File: src/design/frame_deframer_with_checksum_assert.svh
// Assertion helpers for the frame deframer.
// Each macro expects signals named clock and reset in the using module.
`ifndef FRAME_DEFRAMER_WITH_CHECKSUM_ASSERT_SVH
`define FRAME_DEFRAMER_WITH_CHECKSUM_ASSERT_SVH

// Same-cycle implication.
`define FDC_ASSERT_IMPL(label, ante, cons, msg) \
   label: assert property (@(posedge clock) disable iff (reset) (ante) |-> (cons)) \
      else $error(msg);

// Next-cycle implication.
`define FDC_ASSERT_NEXT(label, ante, cons, msg) \
   label: assert property (@(posedge clock) disable iff (reset) (ante) |=> (cons)) \
      else $error(msg);

`endif

File: src/design/fdc_pkg.sv
`timescale 1ns / 1ps
`default_nettype none

package fdc_pkg;

   // Event codes on the result channel
   localparam logic [2:0] EV_PAYLOAD  = 3'd0;
   localparam logic [2:0] EV_GOOD     = 3'd1;
   localparam logic [2:0] EV_BAD_SUM  = 3'd2;
   localparam logic [2:0] EV_OVERSIZE = 3'd3;
   localparam logic [2:0] EV_TIMEOUT  = 3'd4;

   // Input action codes
   localparam logic ACT_BYTE = 1'b0;
   localparam logic ACT_TICK = 1'b1;

   localparam logic [7:0]  START_BYTE      = 8'hAA;
   localparam logic [15:0] TIMEOUT_RESET   = 16'd50;
   localparam logic [15:0] IDLE_TICKS_MAX  = 16'hFFFF;

   // Register map
   localparam logic REG_TIMEOUT = 1'b0;

   // One result beat from the parser to the output register
   typedef struct packed {
      logic        valid;
      logic [2:0]  event_res;
      logic [7:0]  command;
      logic [11:0] payload_length;
      logic [10:0] byte_index;
      logic [7:0]  payload_byte;
      logic        last;
   } fdc_result_type;

endpackage

`default_nettype wire

File: src/design/fdc_req_if.sv
`timescale 1ns / 1ps
`default_nettype none

// Input byte/tick channel
interface fdc_req_if;
   logic       valid;
   logic       ready;
   logic       action;
   logic [7:0] rx_byte;

   modport source (output valid, output action, output rx_byte, input ready);
   modport sink (input valid, input action, input rx_byte, output ready);
endinterface

`default_nettype wire

File: src/design/fdc_rsp_if.sv
`timescale 1ns / 1ps
`default_nettype none

// Result event channel
interface fdc_rsp_if;
   logic        valid;
   logic        ready;
   logic [2:0]  event_res;
   logic [7:0]  command;
   logic [11:0] payload_length;
   logic [10:0] byte_index;
   logic [7:0]  payload_byte;
   logic        last;

   modport source (output valid, output event_res, output command, output payload_length,
                   output byte_index, output payload_byte, output last, input ready);
   modport sink (input valid, input event_res, input command, input payload_length,
                 input byte_index, input payload_byte, input last, output ready);
endinterface

`default_nettype wire

File: src/design/fdc_parser.sv
`timescale 1ns / 1ps
`default_nettype none
`include "frame_deframer_with_checksum_assert.svh"

// Frame state and one-byte step; result is combinational from the accepted beat
module fdc_parser
   import fdc_pkg::*;
#(
   parameter int MAX_PAYLOAD = 2048
) (
   input  wire logic        clock,
   input  wire logic        reset,
   input  wire logic        step,
   input  wire logic        action,
   input  wire logic [7:0]  rx_byte,
   input  wire logic [15:0] timeout_ms,
   output fdc_result_type   res
);

   localparam int CW = $clog2(MAX_PAYLOAD + 5);

   logic [CW-1:0] count_ff, count_in;
   logic [7:0]    cmd_ff, cmd_in;
   logic [15:0]   len_ff, len_in;
   logic [7:0]    sum_ff, sum_in;
   logic [15:0]   idle_ticks_ff, idle_ticks_in;

   logic          timed_out;
   logic [16:0]   pos_wide;
   logic [16:0]   frame_end;
   logic [16:0]   idx_wide;
   logic [15:0]   len_full;

   // Next-state and result
   always_comb begin
      count_in      = count_ff;
      cmd_in        = cmd_ff;
      len_in        = len_ff;
      sum_in        = sum_ff;
      idle_ticks_in = idle_ticks_ff;
      res           = '0;

      timed_out = (count_ff != '0) && (idle_ticks_ff > timeout_ms);
      pos_wide  = 17'(count_ff);
      frame_end = {1'b0, len_ff} + 17'd4;
      idx_wide  = pos_wide - 17'd4;
      len_full  = {rx_byte, len_ff[7:0]};

      if (step) begin
         if (action == ACT_TICK) begin
            if (idle_ticks_ff != IDLE_TICKS_MAX) begin
               idle_ticks_in = idle_ticks_ff + 16'd1;
            end
         end else begin
            idle_ticks_in = '0;
            if (timed_out || count_ff == '0) begin
               // Drop of the partial frame, then hunt with this byte
               if (timed_out) begin
                  res.valid          = 1'b1;
                  res.event_res      = EV_TIMEOUT;
                  res.command        = cmd_ff;
                  res.payload_length = (count_ff >= CW'(4)) ? len_ff[11:0] : 12'd0;
                  res.last           = 1'b1;
               end
               cmd_in   = '0;
               len_in   = '0;
               if (rx_byte == START_BYTE) begin
                  count_in = CW'(1);
                  sum_in   = START_BYTE;
               end else begin
                  count_in = '0;
                  sum_in   = '0;
               end
            end else begin
               count_in = count_ff + CW'(1);
               sum_in   = sum_ff + rx_byte;
               if (count_ff == CW'(1)) begin
                  cmd_in = rx_byte;
               end else if (count_ff == CW'(2)) begin
                  len_in = {8'd0, rx_byte};
               end else if (count_ff == CW'(3)) begin
                  len_in = len_full;
                  if (len_full > 16'(MAX_PAYLOAD)) begin
                     res.valid     = 1'b1;
                     res.event_res = EV_OVERSIZE;
                     res.command   = cmd_ff;
                     res.last      = 1'b1;
                     count_in      = '0;
                     cmd_in        = '0;
                     len_in        = '0;
                     sum_in        = '0;
                  end
               end else if (pos_wide < frame_end) begin
                  // Payload byte
                  res.valid          = 1'b1;
                  res.event_res      = EV_PAYLOAD;
                  res.command        = cmd_ff;
                  res.payload_length = len_ff[11:0];
                  res.byte_index     = idx_wide[10:0];
                  res.payload_byte   = rx_byte;
               end else begin
                  // Checksum byte closes the frame
                  res.valid          = 1'b1;
                  res.event_res      = (rx_byte == sum_ff) ? EV_GOOD : EV_BAD_SUM;
                  res.command        = cmd_ff;
                  res.payload_length = len_ff[11:0];
                  res.last           = 1'b1;
                  count_in           = '0;
                  cmd_in             = '0;
                  len_in             = '0;
                  sum_in             = '0;
               end
            end
         end
      end
   end

   // State registers
   always_ff @(posedge clock) begin
      if (reset) begin
         count_ff      <= '0;
         cmd_ff        <= '0;
         len_ff        <= '0;
         sum_ff        <= '0;
         idle_ticks_ff <= '0;
      end else begin
         count_ff      <= count_in;
         cmd_ff        <= cmd_in;
         len_ff        <= len_in;
         sum_ff        <= sum_in;
         idle_ticks_ff <= idle_ticks_in;
      end
   end

   `FDC_ASSERT_IMPL(a_hunt_silent, step && (count_ff == '0), !res.valid, "result while hunting")
   `FDC_ASSERT_NEXT(a_end_idle, res.valid && res.last, count_ff <= CW'(1), "frame not closed")
   `FDC_ASSERT_NEXT(a_byte_clears_idle, step && (action == ACT_BYTE), idle_ticks_ff == '0,
                    "idle count not cleared")
   `FDC_ASSERT_IMPL(a_payload_in_body, res.valid && (res.event_res == EV_PAYLOAD),
                    (count_ff >= CW'(4)) && !res.last, "payload outside frame body")

endmodule

`default_nettype wire

File: src/design/frame_deframer_with_checksum.sv
`timescale 1ns / 1ps
`default_nettype none

// Frame deframer with additive checksum.
// req_bus carries one beat per received byte (action 0) or per millisecond
// tick (action 1). Frames are 0xAA, command, 16-bit little-endian length,
// payload, then an 8-bit sum of all earlier frame bytes. rsp_bus carries one
// beat per payload byte and one closing beat (good, bad checksum, oversize or
// timeout drop) with last set; ticks and non-oversize header bytes give no beat.
// Latency: a result is valid in the cycle after its input beat is taken.
// Throughput: one input beat per cycle when not stalled; the parser step
// is a single registered pass; the output register holds one pending result.
// When the receiver stalls, the pending result holds and req_bus.ready drops
// until rsp_bus.ready frees the output register in the same cycle.
// Reset: synchronous; the parser hunts for a start byte, the idle tick count
// is zero, timeout_ms is 50 and no result is pending.
// The APB-style port holds timeout_ms at address 0; write it only when idle.
module frame_deframer_with_checksum
   import fdc_pkg::*;
#(
   parameter int MAX_PAYLOAD = 2048
) (
   input  wire logic        clock,
   input  wire logic        reset,
   fdc_req_if.sink          req_bus,
   fdc_rsp_if.source        rsp_bus,
   input  wire logic        psel,
   input  wire logic        penable,
   input  wire logic        pwrite,
   input  wire logic [2:0]  paddr,
   input  wire logic [31:0] pwdata,
   output logic [31:0]      prdata,
   output logic             pready
);

   logic [15:0]    timeout_ff;
   logic           step;
   fdc_result_type res;
   fdc_result_type out_ff;

   // Config register
   assign pready = 1'b1;
   assign prdata = (paddr[2] == REG_TIMEOUT) ? {16'd0, timeout_ff} : 32'd0;

   always_ff @(posedge clock) begin
      if (reset) begin
         timeout_ff <= TIMEOUT_RESET;
      end else if (psel && penable && pwrite && pready && (paddr[2] == REG_TIMEOUT)) begin
         timeout_ff <= pwdata[15:0];
      end
   end

   // Input handshake: take a beat whenever the output register can move
   assign req_bus.ready = !out_ff.valid || rsp_bus.ready;
   assign step          = req_bus.valid && req_bus.ready;

   fdc_parser #(
      .MAX_PAYLOAD (MAX_PAYLOAD)
   ) u_parser (
      .clock      (clock),
      .reset      (reset),
      .step       (step),
      .action     (req_bus.action),
      .rx_byte    (req_bus.rx_byte),
      .timeout_ms (timeout_ff),
      .res        (res)
   );

   // Output register; only the valid flag is reset
   always_ff @(posedge clock) begin
      if (reset) begin
         out_ff.valid <= 1'b0;
      end else if (req_bus.ready) begin
         out_ff.valid <= res.valid;
      end
      if (req_bus.ready && res.valid) begin
         out_ff.event_res      <= res.event_res;
         out_ff.command        <= res.command;
         out_ff.payload_length <= res.payload_length;
         out_ff.byte_index     <= res.byte_index;
         out_ff.payload_byte   <= res.payload_byte;
         out_ff.last           <= res.last;
      end
   end

   assign rsp_bus.valid          = out_ff.valid;
   assign rsp_bus.event_res      = out_ff.event_res;
   assign rsp_bus.command        = out_ff.command;
   assign rsp_bus.payload_length = out_ff.payload_length;
   assign rsp_bus.byte_index     = out_ff.byte_index;
   assign rsp_bus.payload_byte   = out_ff.payload_byte;
   assign rsp_bus.last           = out_ff.last;

endmodule

`default_nettype wire
File: src/flat_wrapper.sv
// flat-port wrapper written by rule: the top's interface ports become plain ports
module frame_deframer_with_checksum_flat import fdc_pkg::*;
#(
   parameter int MAX_PAYLOAD = 2048
)
  (clock, reset, psel, penable, pwrite, paddr, pwdata, prdata, pready, req_bus_valid, req_bus_action, req_bus_rx_byte, req_bus_ready, rsp_bus_valid, rsp_bus_event_res, rsp_bus_command, rsp_bus_payload_length, rsp_bus_byte_index, rsp_bus_payload_byte, rsp_bus_last, rsp_bus_ready);
  fdc_req_if req_bus_i ();
  fdc_rsp_if rsp_bus_i ();
  input  wire logic clock;
  input  wire logic reset;
  input  wire logic psel;
  input  wire logic penable;
  input  wire logic pwrite;
  input  wire logic [2:0] paddr;
  input  wire logic [31:0] pwdata;
  output logic [31:0] prdata;
  output logic pready;
  input wire logic [$bits(req_bus_i.valid)-1:0] req_bus_valid;
  input wire logic [$bits(req_bus_i.action)-1:0] req_bus_action;
  input wire logic [$bits(req_bus_i.rx_byte)-1:0] req_bus_rx_byte;
  output wire logic [$bits(req_bus_i.ready)-1:0] req_bus_ready;
  output wire logic [$bits(rsp_bus_i.valid)-1:0] rsp_bus_valid;
  output wire logic [$bits(rsp_bus_i.event_res)-1:0] rsp_bus_event_res;
  output wire logic [$bits(rsp_bus_i.command)-1:0] rsp_bus_command;
  output wire logic [$bits(rsp_bus_i.payload_length)-1:0] rsp_bus_payload_length;
  output wire logic [$bits(rsp_bus_i.byte_index)-1:0] rsp_bus_byte_index;
  output wire logic [$bits(rsp_bus_i.payload_byte)-1:0] rsp_bus_payload_byte;
  output wire logic [$bits(rsp_bus_i.last)-1:0] rsp_bus_last;
  input wire logic [$bits(rsp_bus_i.ready)-1:0] rsp_bus_ready;
  assign req_bus_i.valid = req_bus_valid;
  assign req_bus_i.action = req_bus_action;
  assign req_bus_i.rx_byte = req_bus_rx_byte;
  assign req_bus_ready = req_bus_i.ready;
  assign rsp_bus_valid = rsp_bus_i.valid;
  assign rsp_bus_event_res = rsp_bus_i.event_res;
  assign rsp_bus_command = rsp_bus_i.command;
  assign rsp_bus_payload_length = rsp_bus_i.payload_length;
  assign rsp_bus_byte_index = rsp_bus_i.byte_index;
  assign rsp_bus_payload_byte = rsp_bus_i.payload_byte;
  assign rsp_bus_last = rsp_bus_i.last;
  assign rsp_bus_i.ready = rsp_bus_ready;
  frame_deframer_with_checksum #(.MAX_PAYLOAD(MAX_PAYLOAD)) u_core (.clock(clock), .reset(reset), .req_bus(req_bus_i), .rsp_bus(rsp_bus_i), .psel(psel), .penable(penable), .pwrite(pwrite), .paddr(paddr), .pwdata(pwdata), .prdata(prdata), .pready(pready));
endmodule
File: config.mk
export PLATFORM = sky130hd
export DESIGN_NAME = frame_deframer_with_checksum_flat
export DESIGN_NICKNAME = d
export VERILOG_FILES = /design/src/design/fdc_pkg.sv /design/src/design/fdc_req_if.sv /design/src/design/fdc_rsp_if.sv /design/src/design/fdc_parser.sv /design/src/design/frame_deframer_with_checksum.sv /design/src/flat_wrapper.sv
export VERILOG_INCLUDE_DIRS = /design/src /design/src/design
export SDC_FILE = /design/constraint.sdc
export NUM_CORES = 1
export LEC_CHECK = 0
export ABC_AREA = 1
export BUFFER_PORTS_ARGS = -buffer_cell sky130_fd_sc_hd__buf_2
export CORE_ASPECT_RATIO = 0.8
export CORE_MARGIN = 1.5
export CORE_UTILIZATION = 35
export DETAILED_ROUTE_END_ITERATION = 8
export PLACE_DENSITY = 0.54
export SYNTH_ARGS = -nofsm -noshare
export SYNTH_HDL_FRONTEND = slang
export SYNTH_SLANG_ARGS = --single-unit
File: constraint.sdc
create_clock -name clock -period 11.6 [get_ports clock]
set_input_delay 2.32 -clock clock [delete_from_list [all_inputs] [get_ports clock]]
set_output_delay 2.32 -clock clock [all_outputs]
set_load 0.005 [all_outputs]
---- After elaboration in Yosys (flattened, before gate mapping) ----
Cells that the tools add are included.
Widths: inputs -> output; s select.
operators by class
  equality and inequality tests ........... 13
  $lt $le $gt $ge ......................... 4
  bitwise operators ....................... 4
  reduce and logical (&&, ||, !) cells .... 18
  muxes and demuxes ....................... 48
  add/sub/neg operators ................... 5
operators by type and width
  cell                   count
  $mux 44                4
  $mux 16                9
  $mux 12                9
  $mux 8                 13
  $mux 24                2
  $mux 19                2
  $mux 31                1
  $eq 12x2->1 const B    2
  $mux 22                1
  $add 16x3->17 const B  1
  $lt 12x17->1           1
  $add 16x1->16 const B  1
  $gt 16x12->1 const B   1
  $gt 16x16->1           1
  $ne 16x16->1 const B   1
  $add 12x1->12 const B  1
  $eq 12x1->1 const B    1
  $ge 12x3->1 const B    1
  $logic_not 12->1       1
  $reduce_bool 12->1     1
  $sub 11x3->11 const B  1
  $reduce_and 5->1       2
  $add 8x8->8            1
  $eq 8x8->1             1
  16 further kinds       33
storage, ports and cells
  register bits after elaboration ......... 120
  output and inout port bits .............. 78
  bits of input ports ..................... 51
  word-level logic and storage cells ...... 106

---- Depth between registers and ports, before layout ----
  depth in word-level cells ............... 10
  mapped depth ............................ 22
  mapped depth without buffers ............ 21

---- By module ----
A second synthesis with hierarchy kept.
unflattened totals
  cells, all modules ...................... 972
  area total of the unflattened synthesis .. 7368.3 sq um
modules (own cells, without submodules)
  module                        cells an instance  times used  sequential area each (sq um)  area an instance (sq um)
  fdc_parser                    766                1           1201.2                        5004.8
  frame_deframer_with_checksum  206                1           1631.6                        2363.5

---- Worst setup path before layout ----
No wires, ideal clock.
  path kind ............................... in2reg
  start point ............................. input port rsp_bus_ready
  end point ............................... register u_core.rsp_bus.command[0] (netlist name)
  required time ........................... 11.446 ns
  data arrival time ....................... 5.401 ns
  library setup time ...................... 0.154 ns
  cell stages on the path ................. 10
  setup slack ............................. 6.045 ns
  buffers on the path ..................... 0
  cells stage by stage .................... inv_1 -> nand2_1 -> inv_1 -> nor2_1 -> nand2_1 -> nor2_2 -> inv_2 -> o21ai_1 -> inv_2 -> nor2_1
between the ends
  longest elaborated chain between the ends .. 4
RTL lines
  what                       RTL line                            text
  start: declaration         flat_wrapper.sv:29                  input wire logic [$bits(rsp_bus_i.ready)-1:0] rsp_bus_ready;
  $logic_or 1x1->1           frame_deframer_with_checksum.sv:54  assign req_bus.ready = !out_ff.valid || rsp_bus.ready;
  via req_bus_ready          flat_wrapper.sv:21                  output wire logic [$bits(req_bus_i.ready)-1:0] req_bus_ready;
  $logic_and 1x1->1          frame_deframer_with_checksum.sv:55  assign step = req_bus.valid && req_bus.ready;
  $not 1->1 (no line)        -
  $reduce_or 2->1 (no line)  -
The timed path passes the listed nets, and every way through them passes these cells.
A chain may end at the register's enable or synchronous reset.

---- Worst setup path in the final report ----
  start point ............................. input port rsp_bus_ready
  end point ............................... register u_core.rsp_bus.command[2] (netlist name)
between the ends
  longest elaborated chain between the ends .. 4
RTL lines
  what                       RTL line
  $logic_or 1x1->1           frame_deframer_with_checksum.sv:54
  $logic_and 1x1->1          frame_deframer_with_checksum.sv:55
  $not 1->1 (no line)        -
  $reduce_or 2->1 (no line)  -
No other way between the ends.

==> metrics.yaml <==
run_status:
  status: "complete, no violations"
hold_path:
  hp-start: "u_core.u_parser.sum_ff[2]$_SDFFE_PP0P_"
  hp-class: "flip-flop to flip-flop"
power:
  p_total_mw: 1.052
  ir_drop_v: 0.00007697
  p_per_area_mw_per_mm2: 129.8
  leakage_nw: 3.548
timing:
  final.setup_skew_ps: 9.604
  tightest_slew_ps: 757.3
  rsz0062_at_grt: "false"
  setup_viol: 0
  min_period_ps: 5308
  fmax_mhz: 188.4
  period_share: 0.4576
  drv_slew: 0
  totalNegativeSetupSlack_ps: 0
  hold_viol: 0
  maxSlewHeadroom: 0.4932
critical_path:
  cpMostUsedCell: "nand2_1"
  crit_arrival_ps: 5580
  cp_top_family: "buffers and inverters"
  crit_slowest_cell: "nor2_4"
  r2r_slack_ps: 7830
  r2r_start: "u_core.u_parser.idle_ticks_ff[1]$_SDFFE_PP0P_"
  worstSetupPathType: "primary input to flip-flop"
  end_kind: "flip-flop"
  crit_start: "rsp_bus_ready"
  critPathLaunchType: "primary input"
  max_stage_delay_ps: 540
  crit_required_ps: 11870
  cp_cell_sequence: "buf_2 > inv_1 > nand2_1 > inv_1 > nor2_1 > nand2_1 > nor2_2 > buf_4 > inv_2 > nor2_4 > nand2_1 > o21ai_4 > buf_4 > inv_2 > nor2_1"
  crit_fanout: 34
  crit_buf_inv: 7
global_route:
  busiest_layer: "met2"
  grt_pass1_wl_mm: 27.77
  use_met2: 0.2537
  antenna_found_initial: 0
  grt_pass1_vias: 5340
  grtUsageMet1: 0.2505
  overflow: 0
  grt_start_max_net_pins: 41
  grt.total_usage: 0.1716
  grt_use_met3: 0.03933
floorplan:
  core-area_mm2: 0.01920
  die_h_um: 128.9
  die-area_mm2: 0.02066
  start_util: 0.3610
  dieWidth_um: 160.3
  num_rows: 45
  ios: 129
placement:
  dp_hpwl_mm: 12.50
  dp_cells: 1240
  gp_congestion: 0.8229
  io_buffers: 93
synth:
  yosys-top-cells-area: "dfxtp_1 22%, edfxtp_1 19%, nand2_1 9.0%"
  yosysSeqAreaShare: 0.4087
  synth_cell_type_count: 42
  syn_area_per_cell_um2: 7.591
  synth_top_area_cell: "dfxtp_1"
  synth_top_area_share: 0.2224
  synthFlopType: "dfxtp_1"
  synth_edf_count: 43
  ys_warn_count: 0
  syn_inst: 913
  synth_area_mm2: 0.006930
  async_flop_share: 0
  ys_ff_latch: 120
clocking:
  root_buffer: "clkbuf_16"
  hold_buffers: 0
  cts_setup_buffers: 0
  clkLatencyLatePin_ps: 420
  cts_made_buffers: 17
  clock_sinks: 120
  clockBufferDepth: 2
  cts_resized: 0
  path_clk_slew_ps: 50
  htreeDepth: 4
  cts_tree: "yes"
drt:
  vias: 5940
  drtAntennaViolNets: 0
  drt_wl_total_mm: 17.11
  drc: 0
  via_per_inst: 4.670
  dr.pass1.iters: 5
  drtIter0Drc: 320
  routedWlPerCell_um: 13.45
run:
  max-cap-violations: 0
layout:
  fin_nets: 1098
  num-fill-cells: 1999
  instances_no_fill: 1272
  drive_gt1_frac: 0.1568
  diodes: 0
  area_growth_pct: 16.92
per-stage QoR:
stage	hold WS, ps	worst slack [ps]	cell area, µm²	utilization
2_1_floorplan	438.5	6045	6987	-
3_3_place_gp	459.2	5878	7556	0.3935
3_5_place_dp	462.2	5835	7556	0.3935
4_1_cts	470.4	6270	8103	0.4220
5_1_grt	493.5	5946	8103	0.4220
6_report	470.4	6292	8103	0.4220
sequential cells by signal (all words and copies together), names as in the netlist, 3 cells and up:
register,cells
u_core.rsp_bus.command,8
u_core.rsp_bus.event_res,3
u_core.u_parser.len_ff,16
u_core.rsp_bus.payload_length,12
u_core.rsp_bus.payload_byte,8
u_core.u_parser.idle_ticks_ff,16
u_core.u_parser.cmd_ff,8
u_core.u_parser.count_ff,12
u_core.timeout_ff,16
u_core.rsp_bus.byte_index,11
u_core.u_parser.sum_ff,8
cells by family after synthesis:
kind of cell	after synthesis	share of synthesized area
fa+ha+maj	46	0.08413
flops	120	0.4087
compound gates	126	0.09930
xor+xnor	25	0.03159
simple gates	425	0.2699
buf+inv	169	0.1053
other cells	2	0.001084
tightest hold or removal path, delay by kind of cell, from the launching register on:
| kind | cells | cell delay (ps) |
|---|---|---|
| flip-flops | 1 | 310 |
| AO/OA/AOI/OAI | 1 | 50 |
| AND/OR/NAND/NOR | 1 | 60 |
per-layer routing:
metal,wire [µm],part of all wire
met3,601,0.035
met4,143,0.0084
met5,0,0
met1,9163,0.54
met2,7201,0.42
report_power, final:
group	internal (mW)	switching, mW	total (mW)
combinational	0.0322	0.0657	0.0979
clock	0.311	0.189	0.500
sequential	0.446	0.00741	0.453
cells in the final DEF, fill, tap and decap left out, types with 5 or more instances in the layout:
cell	count
dfxtp_1	77
nand4_1	10
nor4_1	9
xor2_1	20
inv_2	9
clkinv_2	7
edfxtp_1	43
nand3_1	63
conb_1	17
buf_2	93
a21oi_2	8
xnor2_1	5
ha_1	45
nand2_1	166
a21oi_1	67
clkbuf_16	17
nor2_1	125
inv_1	117
o21ai_0	38
nor3_1	31
cells in the mapped netlist, types with 2 or more instances:
library cell / n
buf_2: 10
nand3_1: 63
nor4_1: 9
clkbuf_1: 11
nand2_2: 3
nand3_2: 4
ha_1: 45
nand2_1: 166
o21ai_0: 38
nor2_1: 125
inv_1: 117
and3_1: 2
buf_4: 19
a21oi_1: 67
nand4_1: 10
nand2_4: 2
nor2_2: 4
inv_2: 9
xor2_1: 20
xnor2_1: 5
a21oi_2: 8
a211oi_1: 2
o21ai_1: 2
edfxtp_1: 43
o211ai_1: 4
nor3_1: 31
nor2_4: 2
conb_1: 2
dfxtp_1: 77
cell type report:
class	instances	area, µm²	area share
Inverter	127	476.7	0.05883
Tap cell	258	322.8	0.03984
Timing Repair Buffer	96	488.0	0.06022
Multi-Input combinational cell	639	3436	0.4240
Clock inverter	12	110.1	0.01359
Sequential cell	120	2833	0.3496
Clock buffer	20	436.7	0.05389
worst paths after layout:
path / depth (start not counted) / to
setup / recovery: 15 / u_core.rsp_bus.command[2]$_SDFFCE_PN0P_
hold / removal: 2 / u_core.u_parser.sum_ff[2]$_SDFFE_PP0P_
setup reg to reg: 14 / u_core.rsp_bus.command[2]$_SDFFCE_PN0P_
hold reg to reg: 2 / u_core.u_parser.sum_ff[2]$_SDFFE_PP0P_
Note: power is estimated with default switching activity, not from simulation.
